[src/hw/rtl/assert_macros.svh]
// assertion macros used by the top level of the identify response parser
// no dependencies; define NO_ASSERTIONS to compile the checks away
`ifndef ASSERT_MACROS_SVH
`define ASSERT_MACROS_SVH

`ifndef NO_ASSERTIONS

// same-cycle implication, checked at every rising edge outside reset
`define ASSERT_IMPLY(label, clk, rst_n, ante, cons) \
  label: assert property (@(posedge clk) disable iff (!rst_n) (ante) |-> (cons)) \
    else $error("assertion failed: implication");

// next-cycle implication, checked at every rising edge outside reset
`define ASSERT_NEXT(label, clk, rst_n, ante, cons) \
  label: assert property (@(posedge clk) disable iff (!rst_n) (ante) |=> (cons)) \
    else $error("assertion failed: next-cycle implication");

`else

`define ASSERT_IMPLY(label, clk, rst_n, ante, cons)
`define ASSERT_NEXT(label, clk, rst_n, ante, cons)

`endif

`endif

[src/hw/rtl/idr_pkg.sv]
// shared types and constants of the identify response parser
// no dependencies; used by idr_in_stage, idr_parse_fsm, idr_out_reg and the top level
`timescale 1ns / 1ps
`default_nettype none

package idr_pkg;

  // parse phases, one-hot
  typedef enum logic [14:0] {
    PH_IDLE     = 15'h0001,
    PH_VERSION  = 15'h0002,
    PH_REVISION = 15'h0004,
    PH_FEATURE  = 15'h0008,
    PH_A1_TYPE  = 15'h0010,
    PH_A1_ALG   = 15'h0020,
    PH_A2_TYPE  = 15'h0040,
    PH_A2_ALG   = 15'h0080,
    PH_TKT_LEN  = 15'h0100,
    PH_TICKET   = 15'h0200,
    PH_UID      = 15'h0400,
    PH_SKIP_LEN = 15'h0800,
    PH_SKIP     = 15'h1000,
    PH_DONE     = 15'h2000,
    PH_ERROR    = 15'h4000
  } phase_t;

  // parse status codes
  localparam logic [1:0] STATUS_BUSY  = 2'd0;
  localparam logic [1:0] STATUS_DONE  = 2'd1;
  localparam logic [1:0] STATUS_ERROR = 2'd2;

  // feature codes of the list
  localparam logic [7:0] FEAT_END         = 8'h00;
  localparam logic [7:0] FEAT_AUTH        = 8'h01;
  localparam logic [7:0] FEAT_AUTH_TICKET = 8'h02;
  localparam logic [7:0] FEAT_UID_SKIP    = 8'h06;
  localparam logic [7:0] FEAT_SKIP        = 8'h07;

  // algorithm id after a start (aes would be 8'hff)
  localparam logic [7:0] ALG_ID_DES = 8'h00;

  // one received byte as held in the input register
  typedef struct packed {
    logic       start_of_response;
    logic [7:0] rx_byte;
  } item_t;

  // one result transaction
  typedef struct packed {
    logic [1:0] parse_status;
    logic       ticket_byte_valid;
    logic [7:0] ticket_byte;
    logic [7:0] ticket_position;
    logic       identified_present;
    logic [7:0] reference_standard;
    logic [7:0] standard_version;
    logic [7:0] standard_revision;
    logic       can_authenticate;
    logic [7:0] algorithm_id;
  } result_t;

endpackage

`default_nettype wire

[src/hw/rtl/idr_in_if.sv]
// input channel of the identify response parser: valid/ready plus one body byte
// no dependencies
`timescale 1ns / 1ps
`default_nettype none

interface idr_in_if;
  logic       valid;
  logic       ready;
  logic       start_of_response;
  logic [7:0] rx_byte;

  modport source (output valid, output start_of_response, output rx_byte, input ready);
  modport sink   (input valid, input start_of_response, input rx_byte, output ready);
endinterface

`default_nettype wire

[src/hw/rtl/idr_out_if.sv]
// result channel of the identify response parser: valid/ready plus result fields
// no dependencies
`timescale 1ns / 1ps
`default_nettype none

interface idr_out_if;
  logic       valid;
  logic       ready;
  logic [1:0] parse_status;
  logic       ticket_byte_valid;
  logic [7:0] ticket_byte;
  logic [7:0] ticket_position;
  logic       identified_present;
  logic [7:0] reference_standard;
  logic [7:0] standard_version;
  logic [7:0] standard_revision;
  logic       can_authenticate;
  logic [7:0] algorithm_id;

  modport source (
    output valid, output parse_status, output ticket_byte_valid, output ticket_byte,
    output ticket_position, output identified_present, output reference_standard,
    output standard_version, output standard_revision, output can_authenticate,
    output algorithm_id, input ready
  );
  modport sink (
    input valid, input parse_status, input ticket_byte_valid, input ticket_byte,
    input ticket_position, input identified_present, input reference_standard,
    input standard_version, input standard_revision, input can_authenticate,
    input algorithm_id, output ready
  );
endinterface

`default_nettype wire

[src/hw/rtl/idr_in_stage.sv]
// input register of the identify response parser
// depends on idr_pkg and idr_in_if
`timescale 1ns / 1ps
`default_nettype none

module idr_in_stage (
  input  wire logic           clk,
  input  wire logic           rst_n,
  idr_in_if.sink              in_if,
  input  wire logic           down_ready,
  output logic                item_valid,
  output idr_pkg::item_t      item
);

  logic           valid_r;
  logic           valid_nxt;
  idr_pkg::item_t item_r;
  logic           take;
  logic           drain;

  // register frees up when its byte moves on in the same cycle
  assign drain       = valid_r && down_ready;
  assign in_if.ready = !valid_r || down_ready;
  assign take        = in_if.valid && in_if.ready;

  // occupancy
  always_comb begin
    valid_nxt = valid_r;
    if (take) begin
      valid_nxt = 1'b1;
    end else if (drain) begin
      valid_nxt = 1'b0;
    end
  end

  always_ff @(posedge clk) begin
    if (!rst_n) begin
      valid_r <= 1'b0;
    end else begin
      valid_r <= valid_nxt;
    end
  end

  // payload, no reset needed
  always_ff @(posedge clk) begin
    if (take) begin
      item_r.start_of_response <= in_if.start_of_response;
      item_r.rx_byte           <= in_if.rx_byte;
    end
  end

  assign item_valid = valid_r;
  assign item       = item_r;

endmodule

`default_nettype wire

[src/hw/rtl/idr_parse_fsm.sv]
// parse state machine: header registers, feature decoding and ticket tracking
// depends on idr_pkg
`timescale 1ns / 1ps
`default_nettype none

module idr_parse_fsm (
  input  wire logic            clk,
  input  wire logic            rst_n,
  input  wire logic            step,
  input  wire idr_pkg::item_t  item,
  output idr_pkg::result_t     result
);

  idr_pkg::phase_t phase_r, phase_nxt;
  logic [7:0] remain_r, remain_nxt;
  logic [7:0] tkt_idx_r, tkt_idx_nxt;
  logic [7:0] ref_std_r, ref_std_nxt;
  logic [7:0] version_r, version_nxt;
  logic [7:0] revision_r, revision_nxt;
  logic       auth_r, auth_nxt;
  logic [7:0] alg_r, alg_nxt;
  logic       hdr_seen_r, hdr_seen_nxt;
  logic       tvalid;
  logic [7:0] b;
  logic [7:0] remain_dec;

  assign b          = item.rx_byte;
  assign remain_dec = remain_r - 8'd1;

  // next state for the byte in the input register
  always_comb begin
    phase_nxt    = phase_r;
    remain_nxt   = remain_r;
    tkt_idx_nxt  = tkt_idx_r;
    ref_std_nxt  = ref_std_r;
    version_nxt  = version_r;
    revision_nxt = revision_r;
    auth_nxt     = auth_r;
    alg_nxt      = alg_r;
    hdr_seen_nxt = hdr_seen_r;
    tvalid       = 1'b0;
    if (item.start_of_response) begin
      auth_nxt     = 1'b0;
      alg_nxt      = idr_pkg::ALG_ID_DES;
      tkt_idx_nxt  = 8'd0;
      remain_nxt   = 8'd0;
      hdr_seen_nxt = 1'b0;
      ref_std_nxt  = b;
      phase_nxt    = idr_pkg::PH_VERSION;
    end else begin
      case (phase_r)
        idr_pkg::PH_VERSION: begin
          version_nxt = b;
          phase_nxt   = idr_pkg::PH_REVISION;
        end
        idr_pkg::PH_REVISION: begin
          revision_nxt = b;
          hdr_seen_nxt = 1'b1;
          phase_nxt    = idr_pkg::PH_FEATURE;
        end
        idr_pkg::PH_FEATURE: begin
          case (b)
            idr_pkg::FEAT_END:         phase_nxt = idr_pkg::PH_DONE;
            idr_pkg::FEAT_AUTH:        phase_nxt = idr_pkg::PH_A1_TYPE;
            idr_pkg::FEAT_AUTH_TICKET: phase_nxt = idr_pkg::PH_A2_TYPE;
            idr_pkg::FEAT_UID_SKIP:    phase_nxt = idr_pkg::PH_UID;
            idr_pkg::FEAT_SKIP:        phase_nxt = idr_pkg::PH_SKIP_LEN;
            default:                   phase_nxt = idr_pkg::PH_ERROR;
          endcase
        end
        idr_pkg::PH_A1_TYPE: begin
          auth_nxt  = b[0];
          phase_nxt = idr_pkg::PH_A1_ALG;
        end
        idr_pkg::PH_A1_ALG: begin
          alg_nxt   = b;
          phase_nxt = idr_pkg::PH_FEATURE;
        end
        idr_pkg::PH_A2_TYPE: begin
          auth_nxt  = b[0];
          phase_nxt = idr_pkg::PH_A2_ALG;
        end
        idr_pkg::PH_A2_ALG: begin
          alg_nxt   = b;
          phase_nxt = idr_pkg::PH_TKT_LEN;
        end
        idr_pkg::PH_TKT_LEN: begin
          remain_nxt  = b;
          tkt_idx_nxt = 8'd0;
          phase_nxt   = (b != 8'd0) ? idr_pkg::PH_TICKET : idr_pkg::PH_FEATURE;
        end
        idr_pkg::PH_TICKET: begin
          tvalid      = 1'b1;
          tkt_idx_nxt = tkt_idx_r + 8'd1;
          remain_nxt  = remain_dec;
          if (remain_dec == 8'd0) begin
            phase_nxt = idr_pkg::PH_FEATURE;
          end
        end
        idr_pkg::PH_UID: begin
          phase_nxt = idr_pkg::PH_SKIP_LEN;
        end
        idr_pkg::PH_SKIP_LEN: begin
          remain_nxt = b;
          phase_nxt  = (b != 8'd0) ? idr_pkg::PH_SKIP : idr_pkg::PH_FEATURE;
        end
        idr_pkg::PH_SKIP: begin
          remain_nxt = remain_dec;
          if (remain_dec == 8'd0) begin
            phase_nxt = idr_pkg::PH_FEATURE;
          end
        end
        // idle, done and error ignore the byte
        default: begin
          phase_nxt = phase_r;
        end
      endcase
    end
  end

  // result fields reflect the state after this byte
  always_comb begin
    result.parse_status       = idr_pkg::STATUS_BUSY;
    if (phase_nxt == idr_pkg::PH_DONE) begin
      result.parse_status = idr_pkg::STATUS_DONE;
    end else if (phase_nxt == idr_pkg::PH_ERROR) begin
      result.parse_status = idr_pkg::STATUS_ERROR;
    end
    result.ticket_byte_valid  = tvalid;
    result.ticket_byte        = tvalid ? b : 8'd0;
    result.ticket_position    = tvalid ? tkt_idx_r : 8'd0;
    result.identified_present = hdr_seen_nxt;
    result.reference_standard = ref_std_nxt;
    result.standard_version   = version_nxt;
    result.standard_revision  = revision_nxt;
    result.can_authenticate   = auth_nxt;
    result.algorithm_id       = alg_nxt;
  end

  // state update once per consumed byte
  always_ff @(posedge clk) begin
    if (!rst_n) begin
      phase_r    <= idr_pkg::PH_IDLE;
      remain_r   <= 8'd0;
      tkt_idx_r  <= 8'd0;
      ref_std_r  <= 8'd0;
      version_r  <= 8'd0;
      revision_r <= 8'd0;
      auth_r     <= 1'b0;
      alg_r      <= idr_pkg::ALG_ID_DES;
      hdr_seen_r <= 1'b0;
    end else if (step) begin
      phase_r    <= phase_nxt;
      remain_r   <= remain_nxt;
      tkt_idx_r  <= tkt_idx_nxt;
      ref_std_r  <= ref_std_nxt;
      version_r  <= version_nxt;
      revision_r <= revision_nxt;
      auth_r     <= auth_nxt;
      alg_r      <= alg_nxt;
      hdr_seen_r <= hdr_seen_nxt;
    end
  end

endmodule

`default_nettype wire

[src/hw/rtl/idr_out_reg.sv]
// result register of the identify response parser, drives the result channel
// depends on idr_pkg and idr_out_if
`timescale 1ns / 1ps
`default_nettype none

module idr_out_reg (
  input  wire logic              clk,
  input  wire logic              rst_n,
  input  wire logic              res_valid,
  input  wire idr_pkg::result_t  res,
  output logic                   space,
  idr_out_if.source              out_if
);

  logic             valid_r;
  logic             valid_nxt;
  idr_pkg::result_t res_r;
  logic             load;

  // room when empty or when the held transaction leaves this cycle
  assign space = !valid_r || out_if.ready;
  assign load  = res_valid && space;

  always_comb begin
    valid_nxt = valid_r;
    if (load) begin
      valid_nxt = 1'b1;
    end else if (out_if.ready) begin
      valid_nxt = 1'b0;
    end
  end

  always_ff @(posedge clk) begin
    if (!rst_n) begin
      valid_r <= 1'b0;
    end else begin
      valid_r <= valid_nxt;
    end
  end

  // payload, no reset needed
  always_ff @(posedge clk) begin
    if (load) begin
      res_r <= res;
    end
  end

  assign out_if.valid              = valid_r;
  assign out_if.parse_status       = res_r.parse_status;
  assign out_if.ticket_byte_valid  = res_r.ticket_byte_valid;
  assign out_if.ticket_byte        = res_r.ticket_byte;
  assign out_if.ticket_position    = res_r.ticket_position;
  assign out_if.identified_present = res_r.identified_present;
  assign out_if.reference_standard = res_r.reference_standard;
  assign out_if.standard_version   = res_r.standard_version;
  assign out_if.standard_revision  = res_r.standard_revision;
  assign out_if.can_authenticate   = res_r.can_authenticate;
  assign out_if.algorithm_id       = res_r.algorithm_id;

endmodule

`default_nettype wire

[src/hw/rtl/identify_response_parser_core.sv]
// top level of the identify response parser: input register, parse fsm, result register
// depends on idr_pkg, idr_in_if, idr_out_if, idr_in_stage, idr_parse_fsm, idr_out_reg
//
//   channel  | direction | payload
//   in_if    | sink      | start_of_response, rx_byte
//   out_if   | source    | parse_status, ticket fields, header fields, auth fields
//
// one result transaction per input transaction, one byte per cycle sustained while the result channel is ready
// a byte passes the input register, then the fsm step into the result register
// the fsm update is the only loop, so a byte can follow in every cycle unless the result channel stalls
// reset clears the parse state, the header registers and both valid flags
// a stalled result stays in the result register; one more byte waits in the input register
`timescale 1ns / 1ps
`default_nettype none
`include "assert_macros.svh"

module identify_response_parser_core (
  input  wire logic clk,
  input  wire logic rst_n,
  idr_in_if.sink    in_if,
  idr_out_if.source out_if
);

  logic             item_valid;
  idr_pkg::item_t   item;
  logic             space;
  logic             step;
  idr_pkg::result_t res;

  // a byte is parsed when the result register can take its result
  assign step = item_valid && space;

  idr_in_stage u_in_stage (
    .clk        (clk),
    .rst_n      (rst_n),
    .in_if      (in_if),
    .down_ready (space),
    .item_valid (item_valid),
    .item       (item)
  );

  idr_parse_fsm u_parse_fsm (
    .clk    (clk),
    .rst_n  (rst_n),
    .step   (step),
    .item   (item),
    .result (res)
  );

  idr_out_reg u_out_reg (
    .clk       (clk),
    .rst_n     (rst_n),
    .res_valid (step),
    .res       (res),
    .space     (space),
    .out_if    (out_if)
  );

  // checks
  `ASSERT_NEXT(a_step_gives_result, clk, rst_n, step, out_if.valid)
  `ASSERT_IMPLY(a_ticket_while_busy, clk, rst_n, out_if.valid && out_if.ticket_byte_valid, out_if.parse_status == idr_pkg::STATUS_BUSY)
  `ASSERT_IMPLY(a_no_ticket_zero, clk, rst_n, out_if.valid && !out_if.ticket_byte_valid, (out_if.ticket_byte == 8'd0) && (out_if.ticket_position == 8'd0))
  `ASSERT_IMPLY(a_status_code, clk, rst_n, out_if.valid, out_if.parse_status != 2'd3)

endmodule

`default_nettype wire
[src/flat_wrapper.sv]
// flat-port wrapper written by rule: the top's interface ports become plain ports
module identify_response_parser_core_flat 
  (clk, rst_n, in_if_valid, in_if_start_of_response, in_if_rx_byte, in_if_ready, out_if_valid, out_if_parse_status, out_if_ticket_byte_valid, out_if_ticket_byte, out_if_ticket_position, out_if_identified_present, out_if_reference_standard, out_if_standard_version, out_if_standard_revision, out_if_can_authenticate, out_if_algorithm_id, out_if_ready);
  idr_in_if in_if_i ();
  idr_out_if out_if_i ();
  input  wire logic clk;
  input  wire logic rst_n;
  input wire logic [$bits(in_if_i.valid)-1:0] in_if_valid;
  input wire logic [$bits(in_if_i.start_of_response)-1:0] in_if_start_of_response;
  input wire logic [$bits(in_if_i.rx_byte)-1:0] in_if_rx_byte;
  output wire logic [$bits(in_if_i.ready)-1:0] in_if_ready;
  output wire logic [$bits(out_if_i.valid)-1:0] out_if_valid;
  output wire logic [$bits(out_if_i.parse_status)-1:0] out_if_parse_status;
  output wire logic [$bits(out_if_i.ticket_byte_valid)-1:0] out_if_ticket_byte_valid;
  output wire logic [$bits(out_if_i.ticket_byte)-1:0] out_if_ticket_byte;
  output wire logic [$bits(out_if_i.ticket_position)-1:0] out_if_ticket_position;
  output wire logic [$bits(out_if_i.identified_present)-1:0] out_if_identified_present;
  output wire logic [$bits(out_if_i.reference_standard)-1:0] out_if_reference_standard;
  output wire logic [$bits(out_if_i.standard_version)-1:0] out_if_standard_version;
  output wire logic [$bits(out_if_i.standard_revision)-1:0] out_if_standard_revision;
  output wire logic [$bits(out_if_i.can_authenticate)-1:0] out_if_can_authenticate;
  output wire logic [$bits(out_if_i.algorithm_id)-1:0] out_if_algorithm_id;
  input wire logic [$bits(out_if_i.ready)-1:0] out_if_ready;
  assign in_if_i.valid = in_if_valid;
  assign in_if_i.start_of_response = in_if_start_of_response;
  assign in_if_i.rx_byte = in_if_rx_byte;
  assign in_if_ready = in_if_i.ready;
  assign out_if_valid = out_if_i.valid;
  assign out_if_parse_status = out_if_i.parse_status;
  assign out_if_ticket_byte_valid = out_if_i.ticket_byte_valid;
  assign out_if_ticket_byte = out_if_i.ticket_byte;
  assign out_if_ticket_position = out_if_i.ticket_position;
  assign out_if_identified_present = out_if_i.identified_present;
  assign out_if_reference_standard = out_if_i.reference_standard;
  assign out_if_standard_version = out_if_i.standard_version;
  assign out_if_standard_revision = out_if_i.standard_revision;
  assign out_if_can_authenticate = out_if_i.can_authenticate;
  assign out_if_algorithm_id = out_if_i.algorithm_id;
  assign out_if_i.ready = out_if_ready;
  identify_response_parser_core u_core (.clk(clk), .rst_n(rst_n), .in_if(in_if_i), .out_if(out_if_i));
endmodule
[config.mk]
export PLATFORM = sky130hd
export DESIGN_NAME = identify_response_parser_core_flat
export DESIGN_NICKNAME = d
export VERILOG_FILES = /design/src/hw/rtl/idr_pkg.sv /design/src/hw/rtl/idr_in_if.sv /design/src/hw/rtl/idr_out_if.sv /design/src/hw/rtl/idr_in_stage.sv /design/src/hw/rtl/idr_parse_fsm.sv /design/src/hw/rtl/idr_out_reg.sv /design/src/hw/rtl/identify_response_parser_core.sv /design/src/flat_wrapper.sv
export VERILOG_INCLUDE_DIRS = /design/src /design/src/hw/rtl
export SDC_FILE = /design/constraint.sdc
export NUM_CORES = 1
export LEC_CHECK = 0
export ABC_AREA = 0
export BUFFER_PORTS_ARGS = -buffer_cell sky130_fd_sc_hd__buf_2
export CORE_ASPECT_RATIO = 1.75
export CORE_MARGIN = 5
export CORE_UTILIZATION = 40
export DETAILED_ROUTE_END_ITERATION = 8
export PLACE_DENSITY = 0.7
export SYNTH_ARGS = -nofsm -noshare
export SYNTH_HDL_FRONTEND = slang
export SYNTH_SLANG_ARGS = --single-unit
[constraint.sdc]
create_clock -name clk -period 5.5 [get_ports clk]
set_input_delay 0.55 -clock clk [delete_from_list [all_inputs] [get_ports clk]]
set_output_delay 0.55 -clock clk [all_outputs]
set_load 0.02 [all_outputs]
==> results.py <==
metrics = {
    "global_route": {
        "grt_start_max_net_pins": 84,
        "grt_pass1_vias": 4808,
        "globalRouteOverflowTotal": 0,
        "grt_pass1_wl_um": 25400,
        "track_usage_pct": 17.6,
        "antenna_found_initial": 0,
    },
    "yosys": {
        "synth_cell_types": 67,
        "synth_fp_nets": 616,
        "seq_area_frac_synth_pct": 52.2,
        "netlist_instances": 600,
        "yosysWarnings": 0,
        "syn_avg_cell_area_sq_um": 10.2,
        "synth_top_area_share_pct": 30.3,
        "synth_top_area_cell": "edfxtp_1",
        "synth_edf_count": 62,
        "synth_ff_type": "dfxtp_1",
        "yosys-top-cells-count": "dfxtp_1, nor2_1, edfxtp_1, nand2_1, a21oi_1",
        "synthArstFlopShare_pct": 0,
        "yosysMostFrequentCell": "dfxtp_1",
        "ys_ff_latch": 129,
        "syn_area_sq_um": 6140,
        "synth_area_leaders": "edfxtp_1, dfxtp_1, mux2_2",
    },
    "layout": {
        "fill_cells": 1426,
        "syn_to_final_growth_pct": 15.1,
        "largest_reg_flops": 15,
        "seq_area_sq_um": 3200,
        "nets": 659,
        "final_layout_size_suffix_gt1_share_pct": 22.0,
        "regMostFlops": "u_core.u_parse_fsm.phase_r",
        "diodes": 0,
        "multiInputGateArea_sq_um": 2620,
    },
    "sta": {
        "fin_skew_ns": 0.0128,
        "fin_ws_ns": 2.20,
        "finalMaxSlewViolations": 0,
        "maxSlewHeadroom_pct": 32.7,
        "finalSetupTns_ns": 0,
        "hold_violations": 0,
        "setup_viol": 0,
        "rsz0062_at_grt": "false",
        "finalCriticalPeriod_ns": 3.30,
        "worst_pin_slew_ns": 1.01,
        "max_freq_mhz": 303,
        "period_share_pct": 60.0,
    },
    "run": {
        "maxCapViolCount": 0,
    },
    "power": {
        "p_per_area_nw_per_um2": 336,
        "p_comb_share_pct": 6.7,
        "switchingPower_uw": 591,
        "ir_drop_uv": 247,
        "clkPwrFrac_pct": 48.1,
        "leakage_uw": 0.00270,
        "power_frac_seq_pct": 45.2,
        "p_sw_share_pct": 24.9,
        "power.internal_uw": 1780,
    },
    "clocking": {
        "cts_hold_buf": 0,
        "postCtsSetupBuffers": 0,
        "clk_pin_slew_ns": 0.06,
        "clk_latency_ns": 0.42,
        "numClockSinks": 129,
        "cts-resized-gates": 0,
        "cts_tree": "built",
        "cts_max_level": 4,
        "numCtsBuffers": 17,
        "clockRootBuffer": "clkbuf_16",
        "clockBufferDepth": 2,
    },
    "die": {
        "core.rowCount": 60,
        "die_area_sq_um": 18000,
        "core_sq_um": 15200,
        "start_util_pct": 40.3,
        "io_pins": 68,
        "die_y_um": 174,
        "die_x_um": 104,
    },
    "setup_path": {
        "crit_fanout": 15,
        "critical_path_required_ns": 5.66,
        "crit_type": "flop to flop",
        "critPathSlowestCell": "nor4_1",
        "worst_ep_arrival_time_ns": 3.46,
        "worst_setup_path_end_kind": "flop",
        "cp_cell_sequence": "or4_1, nor4_1, a2111o_1, a21oi_1, or4_4, and4b_1",
        "start_kind": "flop",
        "cpPeakStageDelay_ns": 0.68,
    },
    "detailed_routing": {
        "drtIter0Drc": 266,
        "viasPerCell": 5.76,
        "dr.pass1.iters": 5,
        "wl_um": 16100,
        "drc": 0,
        "avgRoutedWirePerCell_um": 19.1,
        "drtAntennaViolNets": 0,
        "vias": 4853,
    },
    "place": {
        "post-place-ws_ns": 2.39,
        "io_buffer_count": 67,
        "dp_hpwl_um": 11000,
        "place.gp.congestion": 0.941,
    },
    "run_status": {
        "status": "completed",
    },
    "min_path": {
        "hold_path_class": "input pin to flop",
    },
}
-- final cells by class --
type,count,share of cell area (%)
clock buffers,18,6.07
clock inverters,14,2.39
inverters,16,0.850
multi-input cells,409,37.0
flip-flops and latches,129,45.3
well taps,186,3.29
repair buffers,70,5.06
-- worst max-delay path, delay by kind of cell (launching register included) --
kind             cells  cell delay, ns
AND/OR/NAND/NOR      4            2.02
AO/OA/AOI/OAI        2            0.37
flip-flops           1            0.65
-- routing by layer --
metal	share of wire, %	routed length (um)	up-vias	track usage [%]
met4	5.1	823	0	10.6
met3	4.4	709	53	4.06
met1	38	6060	2352	18.7
met5	0	0	-	0
li1	-	-	2274	-
met2	53	8480	174	31.1
-- worst paths after layout --
kind                                         from                                       to  slack [ns]  depth (start not counted)
hold reg to reg   u_core.u_parse_fsm.ref_std_r[0]          u_core.u_parse_fsm.ref_std_r[0]        0.45                          2
setup / recovery        u_core.u_in_stage.item[0]  u_core.u_out_reg.out_if.parse_status[0]        2.20                          6
setup reg to reg        u_core.u_in_stage.item[0]  u_core.u_out_reg.out_if.parse_status[0]        2.20                          6
hold / removal                   in_if_rx_byte[2]                u_core.u_in_stage.item[2]        0.31                          1
-- power groups by stage --
stage / Combinational (uW) / Sequential (uW) / Clock, uW
after detailed placement: 159 / 1090 / 0
after global routing: 173 / 1080 / 1210
after floorplan: 94.9 / 1100 / 0
after CTS: 160 / 1070 / 1160
after global placement: 155 / 1090 / 0
final: 159 / 1070 / 1140
-- cell families (layout without fill, tap and decap cells) --
logic type	count (synthesis)	after routing	share of synthesized area [%]
multiplexers	33	33	5.87
AND/OR/NAND/NOR	257	257	22.3
buffers and inverters	62	118	5.24
AO/OA/AOI/OAI	100	100	11.5
flip-flops	129	129	52.2
XOR/XNOR	16	16	2.28
adder cells (fa/ha/maj)	3	3	0.612
-- layout by cell type, fill, tap and decap left out, types with 14 or more instances in the layout --
| master | n |
|---|---|
| dfxtp_1 | 67 |
| edfxtp_1 | 62 |
| clkbuf_16 | 17 |
| inv_1 | 14 |
| nor2_1 | 65 |
| and2_1 | 21 |
| buf_2 | 67 |
| a21oi_1 | 30 |
| nor3_1 | 23 |
| mux2_2 | 24 |
| nand3_1 | 19 |
| nor4_1 | 15 |
| nand2_1 | 49 |
| o21ai_0 | 15 |
-- through the flow --
stage	instances	hold slack, ns	total power, uW	util, %	cell area, sq um
2_1_floorplan	600	0.433	1200	-	6140
3_3_place_gp	810	0.440	1250	42.5	6470
3_5_place_dp	810	0.444	1250	42.5	6470
4_1_cts	842	0.301	2390	46.4	7070
5_1_grt	842	0.300	2460	46.4	7070
6_report	842	0.312	2370	46.4	7070
Power figures use the tool's default switching activity.
